`src/rtl/hcsr_pkg.sv`:
```
// Shared constants, types and the hash fold function of the shard router.
package hcsr_pkg;

  localparam int unsigned DefMaxBuckets = 1024;
  localparam int unsigned KeyW          = 64;
  localparam int unsigned HashW         = 64;
  localparam int unsigned ShardW        = 10;
  localparam int unsigned CountW        = 11;
  localparam int unsigned CmdW          = 2;
  localparam int unsigned DivSteps      = 64;

  localparam logic [HashW-1:0] Golden  = 64'h0000_0000_9e37_79b9;
  localparam logic [HashW-1:0] AllOnes = '1;
  localparam int unsigned FoldShl = 6;
  localparam int unsigned FoldShr = 2;

  localparam int unsigned InDataW  = 208;
  localparam int unsigned InUserW  = CmdW;
  localparam int unsigned OutDataW = 208;

  localparam int unsigned InKeyALsb  = 0;
  localparam int unsigned InKeyBLsb  = 64;
  localparam int unsigned InKeyCLsb  = 128;
  localparam int unsigned InQueryLsb = 192;

  localparam int unsigned OutShardLsb  = 0;
  localparam int unsigned OutHashLsb   = 10;
  localparam int unsigned OutLowerLsb  = 74;
  localparam int unsigned OutUpperLsb  = 138;
  localparam int unsigned OutStatusBit = 202;
  localparam int unsigned OutPadW      = OutDataW - OutStatusBit - 1;

  typedef enum logic [CmdW-1:0] {
    CmdRoute2 = 2'd0,
    CmdRoute3 = 2'd1,
    CmdQuery  = 2'd2,
    CmdRsvd   = 2'd3
  } cmd_e;

  typedef struct packed {
    cmd_e              cmd;
    logic [HashW-1:0]  hash;
    logic [ShardW-1:0] query;
  } hcsr_item_t;

  function automatic logic [HashW-1:0] hc_fold(input logic [HashW-1:0] seed,
                                               input logic [KeyW-1:0]  k);
    return seed ^ (k + Golden + (seed << FoldShl) + (seed >> FoldShr));
  endfunction

endpackage

```
`src/rtl/hcsr_locate.sv`:
```
// Six-stage pipeline that finds the shard of a hash or the bounds of a shard.
module hcsr_locate import hcsr_pkg::*; #(
  parameter int unsigned CW = $clog2(DefMaxBuckets + 1)
) (
  input  logic                clk_i,
  input  logic                rst_ni,
  input  logic                in_valid_i,
  output logic                in_ready_o,
  input  hcsr_item_t          in_item_i,
  input  logic [CW-1:0]       n_i,
  input  logic [HashW-1:0]    stride_i,
  output logic                out_valid_o,
  input  logic                out_ready_i,
  output logic [OutDataW-1:0] out_data_o
);

  localparam int unsigned Stages = 6;
  localparam int unsigned PW     = 32 + CW;
  localparam int unsigned SW     = PW + 1;
  localparam int unsigned QCW    = (CW > ShardW) ? CW : ShardW;

  logic [Stages-1:0] vld_q, adv;

  always_comb begin
    adv[Stages-1] = !vld_q[Stages-1] || out_ready_i;
    for (int k = Stages - 2; k >= 0; k--) begin
      adv[k] = !vld_q[k] || adv[k+1];
    end
  end

  always_ff @(posedge clk_i or negedge rst_ni) begin
    if (!rst_ni) begin
      vld_q <= '0;
    end else begin
      if (adv[0]) begin
        vld_q[0] <= in_valid_i;
      end
      for (int k = 1; k < Stages; k++) begin
        if (adv[k]) begin
          vld_q[k] <= vld_q[k-1];
        end
      end
    end
  end

  cmd_e             cmd_a_q, cmd_b_q, cmd_c_q, cmd_d_q, cmd_e_q;
  logic [HashW-1:0] hash_a_q, hash_b_q, hash_c_q, hash_d_q, hash_e_q;
  logic             bad_a_q, bad_b_q, bad_c_q, bad_d_q, bad_e_q;
  logic [CW-1:0]    q_a_q, est_b_q, est_c_q, est_d_q, est_e_q;
  logic [PW-1:0]    pl_a_q, ph_a_q, ml_c_q;
  logic [31:0]      mh_c_q;
  logic [HashW-1:0] prod_d_q, prod_e_q, rem_e_q, top_e_q;
  logic             last_e_q;
  logic [OutDataW-1:0] data_q, data_d;

  logic             route_b, route_f, query_f, bad_a;
  logic [SW-1:0]    sum_b;
  logic [CW:0]      cand_f;
  logic [CW-1:0]    nm1_f, shard_f;
  logic             inc_f;

  assign bad_a   = (in_item_i.cmd == CmdQuery) && (QCW'(in_item_i.query) >= QCW'(n_i));
  assign route_b = (cmd_a_q == CmdRoute2) || (cmd_a_q == CmdRoute3);
  assign sum_b   = SW'(ph_a_q) + SW'(pl_a_q >> 32);

  always_comb begin
    route_f = (cmd_e_q == CmdRoute2) || (cmd_e_q == CmdRoute3);
    query_f = (cmd_e_q == CmdQuery) && !bad_e_q;
    inc_f   = rem_e_q >= stride_i;
    cand_f  = (CW+1)'(est_e_q) + (CW+1)'(inc_f);
    nm1_f   = n_i - CW'(1);
    shard_f = (cand_f > {1'b0, nm1_f}) ? nm1_f : CW'(cand_f);
    data_d  = {OutPadW'(0),
               bad_e_q,
               query_f ? (last_e_q ? AllOnes : top_e_q) : '0,
               query_f ? prod_e_q : '0,
               route_f ? hash_e_q : '0,
               route_f ? ShardW'(shard_f) : ShardW'(0)};
  end

  always_ff @(posedge clk_i) begin
    if (adv[0]) begin
      cmd_a_q  <= in_item_i.cmd;
      hash_a_q <= in_item_i.hash;
      bad_a_q  <= bad_a;
      q_a_q    <= CW'(in_item_i.query);
      pl_a_q   <= PW'(in_item_i.hash[31:0]) * PW'(n_i);
      ph_a_q   <= PW'(in_item_i.hash[63:32]) * PW'(n_i);
    end
    if (adv[1]) begin
      cmd_b_q  <= cmd_a_q;
      hash_b_q <= hash_a_q;
      bad_b_q  <= bad_a_q;
      est_b_q  <= route_b ? CW'(sum_b >> 32) : q_a_q;
    end
    if (adv[2]) begin
      cmd_c_q  <= cmd_b_q;
      hash_c_q <= hash_b_q;
      bad_c_q  <= bad_b_q;
      est_c_q  <= est_b_q;
      ml_c_q   <= PW'(stride_i[31:0]) * PW'(est_b_q);
      mh_c_q   <= 32'(PW'(stride_i[63:32]) * PW'(est_b_q));
    end
    if (adv[3]) begin
      cmd_d_q  <= cmd_c_q;
      hash_d_q <= hash_c_q;
      bad_d_q  <= bad_c_q;
      est_d_q  <= est_c_q;
      prod_d_q <= HashW'(ml_c_q) + {mh_c_q, 32'h0};
    end
    if (adv[4]) begin
      cmd_e_q  <= cmd_d_q;
      hash_e_q <= hash_d_q;
      bad_e_q  <= bad_d_q;
      est_e_q  <= est_d_q;
      prod_e_q <= prod_d_q;
      rem_e_q  <= hash_d_q - prod_d_q;
      top_e_q  <= prod_d_q + stride_i - HashW'(1);
      last_e_q <= ((CW+1)'(est_d_q) + (CW+1)'(1)) == (CW+1)'(n_i);
    end
    if (adv[5]) begin
      data_q <= data_d;
    end
  end

  assign in_ready_o  = adv[0];
  assign out_valid_o = vld_q[Stages-1];
  assign out_data_o  = data_q;

endmodule

```
`config.mk`:
```
export PLATFORM = sky130hd
export DESIGN_NAME = hcsr_locate
export DESIGN_NICKNAME = d
export VERILOG_FILES = /design/src/rtl/hcsr_pkg.sv /design/src/rtl/hcsr_locate.sv
export SDC_FILE = /design/constraint.sdc
export NUM_CORES = 2
export LEC_CHECK = 0
export BUFFER_PORTS_ARGS = -buffer_cell sky130_fd_sc_hd__buf_2
export CAP_MARGIN = 10
export CELL_PAD_IN_SITES_DETAIL_PLACEMENT = 1
export CELL_PAD_IN_SITES_GLOBAL_PLACEMENT = 1
export CORE_MARGIN = 2
export CORE_UTILIZATION = 46
export CTS_CLUSTER_SIZE = 40
export DETAILED_ROUTE_END_ITERATION = 12
export GPL_ROUTABILITY_DRIVEN = 0
export PLACE_DENSITY = 0.78
export SKIP_LAST_GASP = 1
export SLEW_MARGIN = 20
export SYNTH_ARGS = -nofsm -noshare
export SYNTH_HDL_FRONTEND = slang
export SYNTH_SLANG_ARGS = --single-unit
export TNS_END_PERCENT = 100
```
`constraint.sdc`:
```
create_clock -name clk_i -period 11.9 [get_ports clk_i]
set_input_delay 2.38 -clock clk_i [delete_from_list [all_inputs] [get_ports clk_i]]
set_output_delay 2.38 -clock clk_i [all_outputs]
set_load 0.05 [all_outputs]
```
==> impl_metrics.ini <==
[worst_hold_path]
holdPathStages = 0
min_to = hash_c_q[15]
hp-class = reg2reg
hold_start = hash_b_q[15]

[place]
place_inst = 10089
port_buffers = 359
place_hpwl_mm = 188.6

[clocking]
ctsHoldBuffers = 0
cts.sinks = 984
cts_setup_buffers = 0
htree_levels = 3
clk_path_buf_depth = 3
cts_tree = done
root_buffer = clkbuf_16
post_cts_resized = 0
insertion_delay_ns = 0.75
cts.reportedPaths.clkPinSlew_ns = 0.06
cts_inserted_buffers = 105

[die]
die_w_um = 428.8
core-area_um2 = 178800
num_io_pins = 365
rows = 155
initial_utilization_pct = 46.42
die-area_um2 = 183900
die_h_um = 428.8

[timing]
tightest_slew_ns = 1.249
rsz0062_at_grt = false
max-slew-margin-rel_pct = 16.77
fmax_mhz = 112.9
setup_viol = 0
finalSetupTns_ns = 0
hold_viol = 0
layout_min_cycle_time_ns = 8.858
slew_viol_final = 0
period_share_pct = 74.44
fin_worst_skew_ns = 0.04630

[logic_synthesis]
avgSynthCellArea_um2 = 10.82
synthTopCellsByArea = edfxtp_1 (35%), fa_1 (25%), ha_1 (8.8%)
yosysTopAreaCellShare_pct = 35.38
synth_xor_area_share_pct = 3.324
synth_edf_count = 978
yosysTopAreaCell = edfxtp_1
yosysWarnings = 0
synth_compound_area_share_pct = 6.809
synth_top_family_by_area = adder cells
synthArstFlopShare_pct = 0.6098
netlist_area_um2 = 83010
yosysMostFrequentCell = inv_1
synth-simple-area-share_pct = 13.33
ys_types = 78
yosys-top-cells-count = inv_1 (1250), fa_1 (1028), edfxtp_1 (978), nand2_1 (950), ha_1 (587)
ys_seq_elements = 984
synthMuxAreaShare_pct = 0.05125
synth-seq-area-share_pct = 35.56
synth_ff_type = edfxtp_1
syn-instance-count = 7671
synthAdderAreaFrac_pct = 33.64

[critical_path]
endpoint_kind = flop
path_common_cell = fa_1
setup.worst_path.class = in2reg
crit_arrival_ns = 9.33
r2r_end = ml_c_q[42]
rr_worst_depth = 22
crit_required_ns = 12.37
slowest_stage = a2111oi_0
r2r_start = est_b_q[4]
startpoint_type = input port
ff2ff_setup_slack_ns = 3.80
cp_cell_sequence = buf_2 > buf_4 > buf_4 > nand2_1 > fa_1 > fa_1 > fa_1 > inv_1 > fa_1 > inv_1 > fa_1 > inv_1 > ha_1 > o21a_1 > nor2_1 > a2111oi_0 > nor3_1 > o21ai_1 > nand3_1 > a211o_1 > nor4b_1 > a2111oi_0 > xnor2_1
cp_max_fo = 29
max_stage_delay_ns = 0.70

[run_status]
status = completed

[global_routing]
grt_pass1_vias = 64614
grt_use_total_pct = 27.17
overflow = 0
grt_max_degree = 130
antenna_found_initial = 30
grt_pass1_wl_mm = 382.5

[detailed_routing]
post_drt_wl_per_cell_um = 23.99
dr.first_iter.drc_count = 4006
avgViaCountPerCell = 5.564
drc = 0
firstDrtPassIters = 7
vias = 57344
wirelength_mm = 247.3
ant_nets = 0

[cells_and_area]
area_growth_pct = 8.984
drive_gt1_share_pct = 7.843
nNetsFinal = 9611
final_cells = 10307

[flow_run]
drv_cap = 0
[cells in the final DEF (no fill, tap or decap), types with 12 or more instances in the layout]
| cell type | synthesis | routed |
|---|---|---|
| nor2b_1 | 105 | 105 |
| o21ai_0 | 138 | 138 |
| o21a_1 | 47 | 47 |
| clkbuf_16 | 0 | 106 |
| inv_1 | 1250 | 1248 |
| o21bai_1 | 36 | 36 |
| a21oi_1 | 266 | 266 |
| o211ai_1 | 28 | 28 |
| clkinv_1 | 0 | 16 |
| a31oi_1 | 23 | 23 |
| xor2_1 | 89 | 89 |
| o31ai_1 | 12 | 12 |
| and3_1 | 93 | 93 |
| nand3_1 | 75 | 73 |
| buf_2 | 0 | 359 |
| nor3_1 | 42 | 42 |
| a21o_1 | 164 | 164 |
| a211oi_1 | 26 | 26 |
| fa_1 | 1028 | 1028 |
| nand2_1 | 950 | 947 |
| or2_2 | 15 | 15 |
| ha_1 | 587 | 587 |
| clkinv_2 | 0 | 17 |
| bufinv_16 | 0 | 12 |
| edfxtp_1 | 978 | 978 |
| nor2_1 | 276 | 274 |
| buf_4 | 6 | 51 |
| nand2b_1 | 40 | 40 |
| xnor2_1 | 226 | 226 |
| and2_1 | 578 | 578 |
| nand4_1 | 55 | 55 |
| o21ai_1 | 17 | 17 |
| clkbuf_1 | 344 | 17 |
| diode_2 | 0 | 21 |
[critical path: cells and delay by family]
family / cells / cell delay, ns
buffers and inverters: 6 / 1.49
adder cells (fa/ha/maj): 6 / 2.73
AND/OR/NAND/NOR: 5 / 0.89
XOR/XNOR: 1 / 0.16
AO/OA/AOI/OAI: 5 / 1.63
[how the worst max path moves through the flow]
| stage | startpoint | end | slack [ns] | cells after the start |
|---|---|---|---|---|
| detailed placement | stride_i[0] | out_data_o[9] | 2.24 | 27 |
| floorplan | out_ready_i | in_ready_o | 0.38 | 4 |
| global placement | stride_i[0] | out_data_o[0] | 2.48 | 27 |
| CTS | stride_i[0] | out_data_o[7] | 2.82 | 27 |
| finish | n_i[7] | ph_a_q[41] | 3.04 | 23 |
| global route | stride_i[1] | out_data_o[9] | 2.73 | 27 |
[per-layer routing]
layer  part of all wire, %  GRT usage, %
met1                    40         33.67
met4                   4.7         12.46
met2                    50         47.17
met5                0.0085             0
met3                   6.1         3.624
[logic make-up after synthesis]
| logic type | Yosys count |
|---|---|
| muxes | 4 |
| other | 1 |
| buffers and inverters | 1603 |
| adders and majority gates | 1615 |
| and+or+nand+nor | 2275 |
| AOI/OAI and AO/OA | 874 |
| xor gates and xnor gates | 315 |
| DFF | 984 |
[per-stage QoR]
step / utilization, % / instance area [um2] / setup WS [ns] / hold slack, ns
2_1_floorplan: - / 83030 / 0.3838 / 0.4003
3_3_place_gp: 48.60 / 86900 / 2.482 / 0.4002
3_5_place_dp: 48.60 / 86900 / 2.243 / 0.4052
4_1_cts: 50.56 / 90410 / 2.815 / 0.3894
5_1_grt: 50.58 / 90450 / 2.727 / 0.4032
6_report: 50.59 / 90460 / 3.042 / 0.3909
[sequential cells by signal, indices dropped and copies added (netlist names), 6 cells and up]
register / cells
hash_a_q: 64
est_b_q: 11
pl_a_q: 11
ph_a_q: 43
prod_e_q: 64
hash_c_q: 64
hash_d_q: 64
top_e_q: 64
est_e_q: 11
mh_c_q: 32
rem_e_q: 64
vld_q: 6
hash_b_q: 64
est_c_q: 11
est_d_q: 11
ml_c_q: 43
q_a_q: 10
prod_d_q: 64
hash_e_q: 64
out_data_o: 203
[cell type report]
type / count / area [um2]
tap: 2355 / 2947
clock buffer: 124 / 2730
multi-input combinational: 5088 / 47520
sequential: 984 / 29520
fill: 19281 / 88350
timing repair buffer: 412 / 2220
antenna: 21 / 52.55
inverter: 1250 / 4705
clock inverter: 73 / 775.7
Power is left out: the tool's default activity adds up to more than one toggle a clock period on the data nets, which glitch-free logic cannot reach.
