[src/rtl/hcsr_pkg.sv]
// Shared constants, types and the hash fold function of the shard router.
package hcsr_pkg;

  localparam int unsigned DefMaxBuckets = 1024;
  localparam int unsigned KeyW          = 64;
  localparam int unsigned HashW         = 64;
  localparam int unsigned ShardW        = 10;
  localparam int unsigned CountW        = 11;
  localparam int unsigned CmdW          = 2;
  localparam int unsigned DivSteps      = 64;

  localparam logic [HashW-1:0] Golden  = 64'h0000_0000_9e37_79b9;
  localparam logic [HashW-1:0] AllOnes = '1;
  localparam int unsigned FoldShl = 6;
  localparam int unsigned FoldShr = 2;

  localparam int unsigned InDataW  = 208;
  localparam int unsigned InUserW  = CmdW;
  localparam int unsigned OutDataW = 208;

  localparam int unsigned InKeyALsb  = 0;
  localparam int unsigned InKeyBLsb  = 64;
  localparam int unsigned InKeyCLsb  = 128;
  localparam int unsigned InQueryLsb = 192;

  localparam int unsigned OutShardLsb  = 0;
  localparam int unsigned OutHashLsb   = 10;
  localparam int unsigned OutLowerLsb  = 74;
  localparam int unsigned OutUpperLsb  = 138;
  localparam int unsigned OutStatusBit = 202;
  localparam int unsigned OutPadW      = OutDataW - OutStatusBit - 1;

  typedef enum logic [CmdW-1:0] {
    CmdRoute2 = 2'd0,
    CmdRoute3 = 2'd1,
    CmdQuery  = 2'd2,
    CmdRsvd   = 2'd3
  } cmd_e;

  typedef struct packed {
    cmd_e              cmd;
    logic [HashW-1:0]  hash;
    logic [ShardW-1:0] query;
  } hcsr_item_t;

  function automatic logic [HashW-1:0] hc_fold(input logic [HashW-1:0] seed,
                                               input logic [KeyW-1:0]  k);
    return seed ^ (k + Golden + (seed << FoldShl) + (seed >> FoldShr));
  endfunction

endpackage

[src/rtl/hcsr_fold.sv]
// Two-stage hash combine pipeline that folds the keys into one 64-bit hash.
module hcsr_fold import hcsr_pkg::*; (
  input  logic              clk_i,
  input  logic              rst_ni,
  input  logic              in_valid_i,
  output logic              in_ready_o,
  input  cmd_e              cmd_i,
  input  logic [KeyW-1:0]   key_a_i,
  input  logic [KeyW-1:0]   key_b_i,
  input  logic [KeyW-1:0]   key_c_i,
  input  logic [ShardW-1:0] query_i,
  output logic              out_valid_o,
  input  logic              out_ready_i,
  output hcsr_item_t        out_item_o
);

  logic              v1_q, v2_q, adv1, adv2;
  cmd_e              cmd1_q;
  logic [HashW-1:0]  seed1_q;
  logic [KeyW-1:0]   keyc1_q;
  logic [ShardW-1:0] query1_q;
  hcsr_item_t        item2_q, item2_d;

  assign adv2 = !v2_q || out_ready_i;
  assign adv1 = !v1_q || adv2;

  always_ff @(posedge clk_i or negedge rst_ni) begin
    if (!rst_ni) begin
      v1_q <= 1'b0;
      v2_q <= 1'b0;
    end else begin
      if (adv1) begin
        v1_q <= in_valid_i;
      end
      if (adv2) begin
        v2_q <= v1_q;
      end
    end
  end

  always_comb begin
    item2_d.cmd   = cmd1_q;
    item2_d.query = query1_q;
    item2_d.hash  = (cmd1_q == CmdRoute3) ? hc_fold(seed1_q, keyc1_q) : seed1_q;
  end

  always_ff @(posedge clk_i) begin
    if (adv1) begin
      cmd1_q   <= cmd_i;
      seed1_q  <= hc_fold(key_a_i + Golden, key_b_i);
      keyc1_q  <= key_c_i;
      query1_q <= query_i;
    end
    if (adv2) begin
      item2_q <= item2_d;
    end
  end

  assign in_ready_o  = adv1;
  assign out_valid_o = v2_q;
  assign out_item_o  = item2_q;

endmodule

[config.mk]
export PLATFORM = sky130hd
export DESIGN_NAME = hcsr_fold
export DESIGN_NICKNAME = d
export VERILOG_FILES = /design/src/rtl/hcsr_pkg.sv /design/src/rtl/hcsr_fold.sv
export SDC_FILE = /design/constraint.sdc
export NUM_CORES = 1
export LEC_CHECK = 0
export BUFFER_PORTS_ARGS = -buffer_cell sky130_fd_sc_hd__buf_2
export CAP_MARGIN = 20
export CORE_UTILIZATION = 60
export CTS_CLUSTER_SIZE = 24
export DETAILED_ROUTE_END_ITERATION = 12
export PLACE_DENSITY = 0.88
export SLEW_MARGIN = 40
export SYNTH_ARGS = -nofsm -noshare
export SYNTH_HDL_FRONTEND = slang
export SYNTH_SLANG_ARGS = --single-unit
[constraint.sdc]
create_clock -name clk_i -period 5.75 [get_ports clk_i]
set_input_delay 0.575 -clock clk_i [delete_from_list [all_inputs] [get_ports clk_i]]
set_output_delay 0.575 -clock clk_i [all_outputs]
set_load 0.03 [all_outputs]
==> out/metrics.cfg, run 1 <==
[global_route]
track_usage_pct=32.4
grt_max_degree=74
grt_pass1_vias=17900
grt_pass1_wl_um=92000
grt_overflow=0
antenna_found_initial=5

[floorplan]
fp.dieH_um=190
dieWidth_um=190
initial_core_util_pct=61.3
rows=68
core_area_um2=34700
dieArea_um2=36200
io_pins=286

[status]
outcome=completed

[yosys]
ys_ff_latch=218
synth_top_area_share_pct=30.5
synthTopCellsByArea=edfxtp_1 30%, ha_1 16%, fa_1 10%
synth_top_area_cell=edfxtp_1
yosysWarnings=0
ys_types=78
synth-edff-count=216
netlist_area_um2=21300
synthFlopType=edfxtp_1
avgSynthCellArea_um2=9.94
synth-seq-area-share_pct=30.7
ys_async_sr_fraction_pct=0.917
synthCells=2139
syn_nets=2722

[drt]
finalWirelength_um=59200
route.detailed.drc=0
final_antenna_net_count=0
vias=17700
routedWlPerCell_um=18.9
first_iter_violations=1497
via_per_inst=5.68
dr.pass1.iters=7

[worst_setup_path]
worst-endpoint-arrival_ps=5960
crit_type=input port to flip-flop
ff2ff_path_depth=16
crit_required_ps=6060
worstPathMaxFanout=4
reg2reg_from=seed1_q[15]
worstSetupEndpointType=flip-flop
r2r_setup_slack_ps=800
cp-endpoint=seed1_q[62]
crit_start=key_a_i[0]
start_kind=input port
r2r_end=out_item_o[70]

[timing]
finalCritPeriodShare_pct=98.3
slew_violations=0
finalSetupViolations=0
slew_headroom_pct=51.3
tightest_slew_ps=726
tns_ps=0
max_freq_mhz=177
hold_slack_ps=242
finClkSkew_ps=14.4
fin_crit_ps=5650
hold_viol=0
rsz0062_at_grt=yes

[clocking]
clk_pin_slew_ps=70
cts_tree=built
cts_max_level=1
cts_buffers=21
root_buffer=clkbuf_16
cts_sinks=218
clk_latency_ps=500
cts_buffer_depth=3

[run]
maxCapViolations=0

[min_path]
hold_class=input port to flip-flop

[final_layout]
mostFrequentLayoutCell=buf_2
final_cell_area_um2=25900
drive_gt1_share_pct=23.8
nFillCells=2483
fin_nets=3231
final_cell_mix=285 x buf_2, 263 x ha_1, 259 x inv_1, 255 x buf_4, 222 x xnor2_1
syn2layout_area_growth_pct=21.7
final_core_util_pct=74.6

[place]
placed_cell_area_um2=25100
io_buffers=285
routabilityCongestion=0.931
dp_hpwl_um=49300

per-layer routing:
metal  track usage (%)  wire [um]
met5                 0          0
met4              10.9       1810
met3              4.14       4490
met2              52.0      26900
met1              45.4      25900
registers in the layout, summed over array words and instances, names as in the netlist:
| register | flops |
|---|---|
| seed1_q | 64 |
| v1_q | 1 |
| keyc1_q | 64 |
| query1_q | 10 |
| out_item_o | 76 |
| out_valid_o | 1 |
| cmd1_q | 2 |
synth_stat cells (22+ instances only):
master / n
a21o_1: 75
a21oi_1: 134
clkbuf_1: 52
edfxtp_1: 216
fa_1: 110
ha_1: 265
inv_1: 259
nand2_1: 139
nand2b_1: 22
nand3_1: 45
nand4_1: 36
nor2_1: 110
nor2b_1: 23
nor3_1: 30
o21ai_0: 75
xnor2_1: 226
xor2_1: 75
what timing repair did:
| action | 4_1_cts | 5_1_grt |
|---|---|---|
| cloned | 0 | 0 |
| gates resized for setup | 1 | 22 |
| pin swaps | 2 | 9 |
| hold buffers | 1 | 0 |
| hold endpoints to repair | 2 | 0 |
| setup endpoints to repair | 1 | 13 |
| buffers inserted | 1 | 1 |
critical path: stages:
cell and delay [ps]:
buf_2 110, buf_4 130, and3_1 190, o41ai_4 310, a21oi_2 120, o21ai_1 210, nand2_1 130, a21oi_2 220
a21oi_1 130, nor3_1 280, xnor2_1 190, fa_1 530, inv_1 40, ha_1 270, ha_1 300, inv_1 60
o21bai_1 190, a211oi_1 110, or3_4 390, and3_1 190, a21o_1 250, a211oi_4 350, o21ai_2 120, a311o_1 330
a311oi_2 250
worst min path at each step:
stage / start / endpoint / slack, ps / depth (start not counted)
floorplan: rst_ni / out_valid_o / 280 / 0
global placement: rst_ni / out_valid_o / 360 / 1
detailed placement: rst_ni / out_valid_o / 360 / 1
CTS: key_c_i[63] / keyc1_q[63] / 230 / 1
global route: key_c_i[21] / keyc1_q[21] / 240 / 1
finish: key_c_i[22] / keyc1_q[22] / 240 / 1
per-stage QoR:
step	cells	setup WS, ps
after global routing	3122	-232
final	3122	98.6
after detailed placement	3077	-500
after CTS	3116	35.5
after global placement	3076	-317
after floorplan	2139	2.35
cell type report:
cell class,instances,area (um2),area share [%]
inverter,260,976,3.77
multi-input combinational,1603,13700,53.1
antenna,5,12.5,0.0483
tap,455,569,2.20
clock inverter,14,136,0.527
clock buffer,23,533,2.06
sequential,218,6540,25.2
timing repair buffer,544,3390,13.1
cells by family after synthesis:
kind of cell / Yosys count / synth area share, %
multiplexers: 4 / 0.188
flip-flops: 218 / 30.7
AND/OR/NAND/NOR: 475 / 10.8
adder cells (fa/ha/maj): 375 / 25.9
buffers and inverters: 318 / 5.63
AO/OA/AOI/OAI: 445 / 14.1
XOR/XNOR: 304 / 12.6
Power of run 1 is not shown: default switching activity piles up to over one toggle a cycle in this logic, so the estimate is an artifact.
==> inputs of run 2 (changes only) <==
--- a/config.mk
+++ b/config.mk
@@ -7,10 +7,12 @@
 export LEC_CHECK = 0
 export BUFFER_PORTS_ARGS = -buffer_cell sky130_fd_sc_hd__buf_2
 export CAP_MARGIN = 20
-export CORE_UTILIZATION = 60
+export CELL_PAD_IN_SITES_DETAIL_PLACEMENT = 1
+export CELL_PAD_IN_SITES_GLOBAL_PLACEMENT = 2
+export CORE_UTILIZATION = 38
 export CTS_CLUSTER_SIZE = 24
 export DETAILED_ROUTE_END_ITERATION = 12
-export PLACE_DENSITY = 0.88
+export PLACE_DENSITY = 0.87
 export SLEW_MARGIN = 40
 export SYNTH_ARGS = -nofsm -noshare
 export SYNTH_HDL_FRONTEND = slang
==> run 2 against run 1 <==
Worst setup slack improved by 100 ps. Final area rose by 2.1%. Sequential share of layout area is 0.51 points lower. Global-route usage is 8.2 points lower. Clock skew is essentially flat. First-iteration DRC count is 50% lower. Critical path depth rose by 3. Register-to-register slack got worse by 200 ps. Critical path type unchanged. Final cell count is 9.9% higher.
==> out/metrics.cfg, run 2 (same netlist as run 1, synthesis figures left out) <==
[final_layout]
drive_gt1_share_pct=24.2  ; +0.41 points
syn2layout_area_growth_pct=24.3
fin_nets=3242  ; +0.34%
multi_input_area_um2=13800  ; +0.21%
seqCellArea_um2=6540  ; unchanged
nFillCells=6378  ; +160%
final_cell_area_um2=26400  ; +2.1%
mostFrequentLayoutCell=buf_2
final_cell_mix=285 x buf_2, 264 x buf_4, 263 x ha_1, 259 x inv_1, 222 x xnor2_1
largest_register_ffs=76  ; unchanged

[clocking]
cts_buffer_depth=3  ; unchanged
cts_sinks=218  ; unchanged
cts_tree=built
cts_max_level=1  ; unchanged
root_buffer=clkbuf_16
clk_latency_ps=540  ; +40 ps
clk_pin_slew_ps=70  ; about the same
cts_buffers=25  ; +19%
postCtsSetupBuffers=0  ; -1

[floorplan]
io_pins=286  ; unchanged
initial_core_util_pct=38.5  ; -23 points
dieArea_um2=56900  ; +57%
dieWidth_um=239  ; +25%
core_area_um2=55200  ; +59%
rows=86  ; +26%
fp.dieH_um=239  ; +25%

[place]
dp_hpwl_um=59100  ; +20%
routabilityCongestion=0.899  ; -3.4%
placed_cell_area_um2=25500  ; +1.7%
io_buffers=285  ; unchanged

[drt]
via_per_inst=5.16  ; -9.2%
dr.pass1.iters=6  ; -1
finalWirelength_um=69800  ; +18%
first_iter_violations=742  ; -50%
vias=17700  ; -0.17%
final_antenna_net_count=0  ; unchanged
routedWlPerCell_um=20.3  ; +7.4%
route.detailed.drc=0  ; unchanged

[timing]
finalCritPeriodShare_pct=96.5  ; -1.8 points
fin_crit_ps=5550  ; -103 ps
finalSetupViolations=0  ; unchanged
max_freq_mhz=180  ; +1.8%
slew_violations=0  ; unchanged
slew_headroom_pct=49.9  ; -1.4 points
hold_viol=0  ; unchanged
tightest_slew_ps=751  ; +25.7 ps
finClkSkew_ps=14.7  ; +0.304 ps
rsz0062_at_grt=no

[global_route]
grt_pass1_wl_um=107000  ; +16%
grt_pass1_vias=19200  ; +7.2%
gr-max-usage-layer=met2
antenna_found_initial=8  ; +3
track_usage_pct=24.2  ; -8.2 points
use_met1_pct=31.7  ; -14 points
grt_max_degree=114  ; +54%
grt_overflow=0  ; unchanged
use_met2_pct=42.6  ; -9.4 points
gr-usage-met3_pct=1.96  ; -2.2 points

[worst_setup_path]
slowest_stage=fa_1
max_stage_delay_ps=430  ; -100 ps
worstPathMaxFanout=4  ; unchanged
crit_required_ps=6110  ; +50 ps
worst-endpoint-arrival_ps=5910  ; -50 ps
crit_type=input port to flip-flop
path_common_cell=buf_4
start_kind=input port
r2r_setup_slack_ps=600  ; -200 ps
worstSetupEndpointType=flip-flop

[min_path]
hold_class=input port to flip-flop

[run]
maxCapViolations=0  ; unchanged

[status]
outcome=completed

run 2: path summary, 6_finish.rpt:
path	cells past startpoint	start	to
max	28	key_a_i[0]	seed1_q[62]
min	1	key_c_i[57]	keyc1_q[57]
max reg2reg	15	seed1_q[4]	out_item_o[68]
min reg2reg	0	query1_q[1]	out_item_o[1]
max in group asynchronous	2	rst_ni	out_valid_o
min in group asynchronous	2	rst_ni	v1_q
run 2: area by class of cell:
class | instances | share of cell area (%)
sequential | 218 | 24.7
clock buffer | 27 | 2.40
tap | 748 | 3.54
timing repair buffer | 551 | 13.0
antenna | 8 | 0.0757
multi-input combinational | 1603 | 52.1
inverter | 260 | 3.69
clock inverter | 16 | 0.469
run 2: through the flow:
stage	setup TNS, ps	setup slack [ps]	instances	hold slack [ps]	util (%)
after floorplan	0	2.35	2139	279	-
after global placement	-3360	-357	3379	360	46.2
after detailed placement	-6490	-544	3379	366	46.2
after CTS	0	46.0	3423	187	47.6
after global routing	0	5.18	3431	194	47.9
final	0	201	3431	211	47.9
run 2: timing repair:
action | in CTS | in global routing
endpoints found under the setup margin | 1 | 12
resized for setup | 1 | 27
hold buffers | 1 | 0
endpoints found under the hold margin | 2 | 0
pin swaps | 0 | 4
run 2: per-layer routing:
metal  vias to the layer above  wire [um]
met5                         -          0
met4                         0       1530
met3                        85       1910
met2                       307      34700
met1                      8803      31600
li1                       8505          -
run 2: worst max-delay path, delay by kind of cell:
family,cells,cell delay [ps]
compound gates,10,2040
buf+inv,8,1120
fa+ha+maj,3,1000
simple gates,6,970
xor+xnor,1,180
Power of run 2 is left out for the same reason.
