===== src/rtl/hcsr_pkg.sv =====
// Shared constants, types and the hash fold function of the shard router.
package hcsr_pkg;

  localparam int unsigned DefMaxBuckets = 1024;
  localparam int unsigned KeyW          = 64;
  localparam int unsigned HashW         = 64;
  localparam int unsigned ShardW        = 10;
  localparam int unsigned CountW        = 11;
  localparam int unsigned CmdW          = 2;
  localparam int unsigned DivSteps      = 64;

  localparam logic [HashW-1:0] Golden  = 64'h0000_0000_9e37_79b9;
  localparam logic [HashW-1:0] AllOnes = '1;
  localparam int unsigned FoldShl = 6;
  localparam int unsigned FoldShr = 2;

  localparam int unsigned InDataW  = 208;
  localparam int unsigned InUserW  = CmdW;
  localparam int unsigned OutDataW = 208;

  localparam int unsigned InKeyALsb  = 0;
  localparam int unsigned InKeyBLsb  = 64;
  localparam int unsigned InKeyCLsb  = 128;
  localparam int unsigned InQueryLsb = 192;

  localparam int unsigned OutShardLsb  = 0;
  localparam int unsigned OutHashLsb   = 10;
  localparam int unsigned OutLowerLsb  = 74;
  localparam int unsigned OutUpperLsb  = 138;
  localparam int unsigned OutStatusBit = 202;
  localparam int unsigned OutPadW      = OutDataW - OutStatusBit - 1;

  typedef enum logic [CmdW-1:0] {
    CmdRoute2 = 2'd0,
    CmdRoute3 = 2'd1,
    CmdQuery  = 2'd2,
    CmdRsvd   = 2'd3
  } cmd_e;

  typedef struct packed {
    cmd_e              cmd;
    logic [HashW-1:0]  hash;
    logic [ShardW-1:0] query;
  } hcsr_item_t;

  function automatic logic [HashW-1:0] hc_fold(input logic [HashW-1:0] seed,
                                               input logic [KeyW-1:0]  k);
    return seed ^ (k + Golden + (seed << FoldShl) + (seed >> FoldShr));
  endfunction

endpackage


===== src/rtl/hcsr_cfg.sv =====
// Shard count register and the iterative divider that derives the hash stride.
module hcsr_cfg import hcsr_pkg::*; #(
  parameter int unsigned MAX_BUCKETS = DefMaxBuckets,
  parameter int unsigned CW          = $clog2(MAX_BUCKETS + 1)
) (
  input  logic              clk_i,
  input  logic              rst_ni,
  input  logic              we_i,
  input  logic [CountW-1:0] wdata_i,
  output logic [CW-1:0]     n_o,
  output logic [HashW-1:0]  stride_o,
  output logic              busy_o
);

  localparam int unsigned EW   = (CW > CountW) ? CW : CountW;
  localparam int unsigned CntW = $clog2(DivSteps);
  localparam logic [CntW-1:0] LastStep = CntW'(DivSteps - 1);

  logic [CW-1:0]    n_q, eff;
  logic [HashW-1:0] stride_q, quo_q, quo_d;
  logic [CW-1:0]    rem_q, rem_d;
  logic [CntW-1:0]  cnt_q;
  logic             busy_q;
  logic [CW:0]      trial;
  logic             fits, pow2;
  logic [EW-1:0]    raw;

  always_comb begin
    raw = EW'(wdata_i);
    if (raw == '0) begin
      eff = CW'(1);
    end else if (raw > EW'(MAX_BUCKETS)) begin
      eff = CW'(MAX_BUCKETS);
    end else begin
      eff = CW'(raw);
    end
  end

  always_comb begin
    trial = {rem_q, 1'b1};
    fits  = trial >= {1'b0, n_q};
    rem_d = fits ? CW'(trial - {1'b0, n_q}) : CW'(trial);
    quo_d = {quo_q[HashW-2:0], fits};
    pow2  = (n_q != CW'(1)) && ((n_q & (n_q - CW'(1))) == '0);
  end

  always_ff @(posedge clk_i or negedge rst_ni) begin
    if (!rst_ni) begin
      n_q      <= CW'(1);
      stride_q <= AllOnes;
      busy_q   <= 1'b0;
      cnt_q    <= '0;
      rem_q    <= '0;
      quo_q    <= '0;
    end else if (we_i) begin
      n_q    <= eff;
      busy_q <= 1'b1;
      cnt_q  <= '0;
      rem_q  <= '0;
      quo_q  <= '0;
    end else if (busy_q) begin
      rem_q <= rem_d;
      quo_q <= quo_d;
      cnt_q <= cnt_q + CntW'(1);
      if (cnt_q == LastStep) begin
        busy_q   <= 1'b0;
        stride_q <= pow2 ? quo_d + HashW'(1) : quo_d;
      end
    end
  end

  assign n_o      = n_q;
  assign stride_o = stride_q;
  assign busy_o   = busy_q;

endmodule


===== config.mk =====
export PLATFORM = sky130hd
export DESIGN_NAME = hcsr_cfg
export DESIGN_NICKNAME = d
export VERILOG_FILES = /design/src/rtl/hcsr_pkg.sv /design/src/rtl/hcsr_cfg.sv
export SDC_FILE = /design/constraint.sdc
export NUM_CORES = 1
export LEC_CHECK = 0
export CORE_ASPECT_RATIO = 1.4
export CORE_MARGIN = 5
export CORE_UTILIZATION = 49
export DETAILED_ROUTE_END_ITERATION = 16
export DONT_BUFFER_PORTS = 1
export PLACE_DENSITY_LB_ADDON = 0.25
export SYNTH_ARGS = -nofsm -noshare
export SYNTH_HDL_FRONTEND = slang
export SYNTH_SLANG_ARGS = --single-unit

===== constraint.sdc =====
create_clock -name clk_i -period 8.7 [get_ports clk_i]
set_input_delay 0.87 -clock clk_i [delete_from_list [all_inputs] [get_ports clk_i]]
set_output_delay 0.87 -clock clk_i [all_outputs]
set_load 0.05 [all_outputs]

==> results.txt, run 1 <==
Pwr per Cell Area: 212 nW/um^2
Fin. Hold Viols: 0
Clock Power Share: 0.411
Comb power frac: 0.163
maximum vdd ir drop: 127 uV
area fraction of the dominant cell type after synthesis: 0.278
routed len/inst: 17.0 um
grt total ovfl: 0
Psw: 536 uW
setup TNS: 0 ns
Max Cap Viol: 0
clock transition at the registers of the reported paths: 0.07 ns
sequential element share of the synthesized area: 0.486
Clock Skew: 0.0114 ns
Top Metal Used: met4
Worst-Skew Late Latency: 0.42 ns
met3 wire length: 748 um
Synth Area in Compound Gates: 0.0990
mux cell area share after synthesis: 0.0830
sequential share of power: 0.426
kind of end point of the critical path: flop
area leader, netlist: dfrtp_1
Fillers: 1,515
port bufs: 0
Vert. Die Dim: 163 um
largest family of logic cells by synthesized area: simple AND/OR/NAND/NOR gates
Syn Inst Count: 869
Worst path slowest cell: a211oi_2
routed wire length on met2: 8.85 mm
cts hold-fix bufs: 0
H-tree Lvls: 4
actual slew at the worst max-slew pin: 1.06 ns
critical-path cell list: inv_1 > ha_1 > a21o_1 > a211o_1 > a211oi_2 > clkinv_1 > ha_1 > or4b_1 > or3_1 > o21ai_0 > a31oi_1
Ports: 90
DRC: 0
Clock Tree Buf Depth: 2
Mapped Nets: 896
post-detail-place hpwl: 11.7 mm
Layout Nets: 865
WHS: 0.147 ns
Post-CTS Resized: 0
Num CTS Buffers: 17
Switching Fraction: 0.283
Post-Synth Adder-Cell Area: 0.0244
layout overhead on the synthesized area: 8.54%
Finished Layout Cells: 1,054
fin crit share: 0.518
post-synthesis register bit count: 156
Vias/cell: 5.70
wirelength, routed: 17.9 mm
Slew Limit Fails: 0
largest net degree at the start of global routing: 157
initial antenna violation count: 0
WS Path Type: reg -> reg
vias in the first global route: 5,816
Post-Synth Simple-Gate Area: 0.206
Placed Cells: 1,022
die area: 19,500 sq um
Mean Syn Cell Area: 9.44 sq um
most used cell, CP: ha_1
clock sinks: 156
Synth cell types: 55
f_max: 222 MHz
post-synthesis xor/xnor area fraction: 0.0641
warnings from Yosys: 0
Crit Path Max Fanout: 18
DRC violation total after the first TritonRoute iteration: 457
routability cong.: 0.835
required time worst endpoint: 9.05 ns
Post-synth ARST share: 1.00
CORE AREA: 16,600 sq um
Final Setup Violations: 0
most frequent cells in the layout: 99 x nor2_1, 98 x nand2_1, 90 x dfrtp_1
Post-Syn Area: 8200 sq um
Starting Density: 0.494
gr usage total: 0.191
Ant. Diodes: 0
status: completed
DR vias: 6,007
wire length of the first global-routing pass: 30.2 mm
First-pass DRT Iterations: 4
commonest non-fill, non-tap cell in the layout: nor2_1
Leak: 0.00380 uW
top_reg_cell synth: dfrtp_1
top cells by area, synth: dfrtp_1 28%, dfstp_2 21%, mux2i_1 8.3%
num rows: 56
worst min path class: in -> async
clk root buf: clkbuf_16
Post-CTS Setup Bufs: 0
layout cells sized above 1: 0.127
die width: 119 um
minimum clock period: 4.51 ns
routed length on met1: 7.95 mm
Internal Power: 1360 uW
crit path launch type: flop
CTS tree: built
setup repair after global routing missed its margin: no
number of synthesized flops with an enable pin: 0
crit-path max cell delay: 0.83 ns
number of routed nets with antenna violations: 0
relative slew slack: 0.294
crit path DAT: 4.85 ns
power groups by stage:
stage | clock network (uW) | logic, uW | registers (uW)
after floorplan | 0 | 252 | 804
after global placement | 0 | 304 | 817
after detailed placement | 0 | 308 | 818
after CTS | 792 | 310 | 806
after global routing | 826 | 351 | 809
final | 777 | 309 | 806
worst max-delay path: cells and delay by family (launching register included):
kind            cells  cell delay (ns)
simple gates        2             0.81
flops               1             0.69
buf+inv             2             0.64
fa+ha+maj           2             0.74
compound gates      5             1.54
layout make-up:
cell class              count  area [sq um]  area share
repair buffers              4          30.0     0.00337
multi-input cells         632          3910       0.439
clock buffers              20           457      0.0513
well taps                 203           254      0.0285
inverters                  27           101      0.0114
clock inverters            12           163      0.0183
flip-flops and latches    156          3990       0.448
registers in the layout (all words and copies together), names as in the netlist:
register and cells:
busy_o 1, cnt_q 6, n_o 11, quo_q 63
rem_q 11, stride_o 64
layer usage:
metal / GRT usage / up-vias
li1: - / 2973
met1: 0.243 / 2906
met2: 0.317 / 100
met3: 0.0443 / 28
met4: 0.0714 / 0
met5: 0 / -
kinds of logic (layout without fill, tap and decap cells):
family,after synthesis,after routing
AOI/OAI and AO/OA,136,136
muxes,68,68
and+or+nand+nor,352,352
xor gates and xnor gates,60,60
buffers and inverters,81,63
DFF,156,156
adders and majority gates,16,16
stage by stage:
step / cell area (sq um) / power, uW / setup WS [ns] / utilization
2_1_floorplan: 8200 / 1060 / 4.91 / -
3_3_place_gp: 8280 / 1120 / 4.33 / 0.499
3_5_place_dp: 8280 / 1130 / 4.19 / 0.499
4_1_cts: 8900 / 1910 / 4.19 / 0.536
5_1_grt: 8900 / 1990 / 3.83 / 0.536
6_report: 8900 / 1890 / 4.19 / 0.536
final timing paths:
kind | from | cells past startpoint | endpoint | slack (ns)
worst min-delay path | rst_ni | 0 | n_o[4] | 0.15
min in group clk_i | we_i | 1 | n_o[0] | 0.52
max in group asynchronous | rst_ni | 0 | stride_o[8] | 8.17
worst min register to register | cnt_q[5] | 2 | cnt_q[5] | 0.55
worst max-delay path | n_o[9] | 11 | stride_o[60] | 4.19
worst max register to register | n_o[9] | 11 | stride_o[60] | 4.19
cell usage after synthesis, types with 2 or more instances:
library cell and instances:
a21oi_1 25, a22oi_1 2, a31oi_1 4, a21o_1 4, dfrtp_1 91, maj3_1 3, nand3b_1 8, nor3b_1 4
clkbuf_1 44, a211oi_1 11, o22ai_1 4, mux2i_1 68, nor2_1 99, xnor2_1 50, nor2b_1 6, dfstp_2 65
nor4_1 19, and4_1 2, ha_1 12, a311oi_1 2, nand2_1 98, or4_1 4, nand2b_1 2, or2_2 2
o21ai_0 62, and3_1 18, nand3_1 27, or3_1 11, buf_1 8, xor2_1 10, nor3_1 28, o211ai_1 12
nand4_1 17, inv_1 26
No activity file was read; power rests on OpenSTA's default activity.
==> run 2, diff against run 1 <==
--- a/config.mk
+++ b/config.mk
@@ -5,6 +5,7 @@
 export SDC_FILE = /design/constraint.sdc
 export NUM_CORES = 1
 export LEC_CHECK = 0
+export ABC_AREA = 1
 export CORE_ASPECT_RATIO = 1.4
 export CORE_MARGIN = 5
 export CORE_UTILIZATION = 49
==> constraint.sdc (replaced) <==
create_clock -name clk_i -period 3.7 [get_ports clk_i]
set_input_delay 0.37 -clock clk_i [delete_from_list [all_inputs] [get_ports clk_i]]
set_output_delay 0.37 -clock clk_i [all_outputs]
set_load 0.05 [all_outputs]
==> results.txt, run 2 <==
clk root buf: clkbuf_16
Ports: 90 (unchanged)
fin crit share: 0.898 (+0.380)
layout cells sized above 1: 0.107 (-0.0198)
crit path launch type: flop
Vias/cell: 5.60 (-1.7%)
setup TNS: 0 ns (unchanged)
Post-CTS Setup Bufs: 0 (unchanged)
top_reg_cell synth: dfrtp_1
worst min path class: in -> async
area leader, netlist: dfrtp_1
die width: 124 um (+4.2%)
wire length of the first global-routing pass: 44.3 mm (+46%)
Placed Area: 9260 sq um (+12%)
actual slew at the worst max-slew pin: 0.816 ns (-0.242 ns)
die area: 21,200 sq um (+8.8%)
WHS: -0.367 ns (-0.514 ns)
Finished Layout Cells: 1,472 (+40%)
max FFs per register: 64 (unchanged)
Post-synth top cells: 370 x nand2_1, 142 x inv_1, 115 x nor2_1
kind of end point of the critical path: flop
maximum vdd ir drop: 255 uV (+100%)
R2R Setup Slk: 0.38 ns (-3.82 ns)
Crit Path Max Fanout: 6 (-12)
minimum clock period: 3.32 ns (-1.18 ns)
Mean Syn Cell Area: 7.37 sq um (-22%)
CTS tree: built
top cells by area, synth: dfrtp_1 25%, dfstp_2 19%, nand2_1 15%
wirelength, routed: 28.0 mm (+56%)
f_max: 301 MHz (+36%)
Final Cell Area: 9880 sq um (+11%)
launch point of the worst reg-to-reg path: n_o[5]
required time worst endpoint: 4.08 ns (-4.97 ns)
H-tree Lvls: 4 (unchanged)
Leak: 0.00425 uW (+12%)
Clock Tree Buf Depth: 2 (unchanged)
Max Cap Viol: 0 (unchanged)
gr usage total: 0.265 (+0.0746)
number of routed nets with antenna violations: 0 (unchanged)
Slew Limit Fails: 0 (unchanged)
clock sinks: 156 (unchanged)
grt total ovfl: 0 (unchanged)
largest net degree at the start of global routing: 157 (unchanged)
CORE AREA: 18,000 sq um (+8.4%)
warnings from Yosys: 0 (unchanged)
vias in the first global route: 8,349 (+44%)
Clock Skew: 0.0119 ns (+0.000462 ns)
Post-synth ARST share: 1.00 (unchanged)
post-synthesis register bit count: 156 (unchanged)
Vert. Die Dim: 170 um (+4.3%)
First-pass DRT Iterations: 5 (+1)
Pwr per Cell Area: 460 nW/um^2 (+120%)
routed len/inst: 19.0 um (+12%)
failing checks: hold timing
status: finished, violations left
Fin. Hold Viols: 156 (+156)
WS Path Type: reg -> reg
DRC violation total after the first TritonRoute iteration: 569 (+25%)
Post-Syn Area: 8980 sq um (+9.5%)
worst reg2reg path endpoint: stride_o[34]
Syn Inst Count: 1,219 (+40%)
most frequent cell after synthesis: nand2_1
commonest non-fill, non-tap cell in the layout: nand2_1
relative slew slack: 0.456 (+0.163)
Num CTS Buffers: 17 (unchanged)
Worst-Skew Late Latency: 0.44 ns (+0.02 ns)
sequential element share of the synthesized area: 0.444 (-0.0420)
routability cong.: 0.969 (+16%)
Final Setup Violations: 0 (unchanged)
R2R depth: 19 (+8)
final core occ: 0.549 (+0.0130)
DRC: 0 (unchanged)
Mapped Nets: 1,246 (+39%)
setup repair after global routing missed its margin: no
Placed Cells: 1,440 (+41%)
clock transition at the registers of the reported paths: 0.07 ns (about the same)
Ant. Diodes: 0 (unchanged)
most frequent cells in the layout: 370 x nand2_1, 142 x inv_1, 113 x nor2_1
number of synthesized flops with an enable pin: 0 (unchanged)
post-detail-place hpwl: 20.8 mm (+77%)
num rows: 58 (+3.6%)
port bufs: 0 (unchanged)
initial antenna violation count: 0 (unchanged)
Starting Density: 0.499 (+0.00498)
area fraction of the dominant cell type after synthesis: 0.254 (-0.0240)
Synth cell types: 35 (-36%)
DR vias: 8,250 (+37%)
crit path DAT: 3.70 ns (-1.15 ns)
layout overhead on the synthesized area: 10.1%
Layout Nets: 1,246 (+44%)
## run 2: cell types whose count changed in the layout (fill, tap and decap cells not counted), sizes merged, moves of 22 or more
cell   delta
o22ai    +61
xnor2    -46
xor2     +31
nand2   +272
nand3    +55
inv     +120
nor2     +22
mux2i    -68
## run 2: power breakdown
group          switching, uW  internal (uW)  leakage [uW]  total (uW)
Clock                    751           1090      0.000298        1840
Combinational            546            283       0.00204         829
Sequential              86.0           1790       0.00191        1880
## run 2: per-layer routing
metal  global-route usage  up-vias  share of wire  wire length (um)
li1                     -     3982              -                 -
met1                0.293     3922           0.38             10600
met2                0.483      256           0.52             14600
met3               0.0546       90          0.049              1380
met4                0.134        0          0.050              1400
met5                    0        -              0                 0
## run 2: area by class of cell
cell class	instances	area (sq um)
Clock buffer	21	492
Timing Repair Buffer	19	143
Tap cell	240	300
Sequential cell	156	3990
Clock inverter	11	128
Inverter	146	548
Fill cell	1817	8110
Multi-Input combinational cell	879	4290
## run 2: logic make-up after synthesis
group                      synth area share
AOI/OAI and AO/OA                     0.104
xor gates and xnor gates             0.0439
adders and majority gates            0.0189
buffers and inverters                0.0798
DFF                                   0.444
and+or+nand+nor                       0.310
## run 2: worst max path at each step
stage,slack (ns),start,end,cells after the start
2_1_floorplan,0.1,n_o[2],stride_o[34],21
3_3_place_gp,0.47,n_o[5],stride_o[34],19
3_5_place_dp,0.36,n_o[5],stride_o[34],19
4_1_cts,0.32,n_o[5],stride_o[34],19
5_1_grt,0.01,n_o[5],stride_o[34],19
6_report,0.38,n_o[5],stride_o[34],19
## run 2: worst max-delay path, stage by stage (launching register included)
cell	delay, ns
dfrtp_1	0.34
inv_1	0.07
ha_1	0.41
nand2_1	0.08
nor2_1	0.18
nand3_1	0.09
nand2_1	0.08
inv_1	0.04
nand2_1	0.17
ha_1	0.24
nand3_1	0.16
inv_1	0.17
nand2_1	0.13
nor2_2	0.26
nand3_1	0.18
nor3_2	0.32
nand3_1	0.11
nand2_1	0.09
nand3_1	0.06
nand2_1	0.08
## run 2: timing repair
action,in CTS,in global routing
gates resized for setup,0,1
endpoints found under the hold margin,156,156
endpoints found under the setup margin,0,3
## run 2: stage by stage
step / power (uW) / worst slack, ns
5_1_grt: 4760 / 0.0120
3_3_place_gp: 2720 / 0.473
6_report: 4550 / 0.377
2_1_floorplan: 2530 / 0.0985
3_5_place_dp: 2730 / 0.357
4_1_cts: 4570 / 0.325
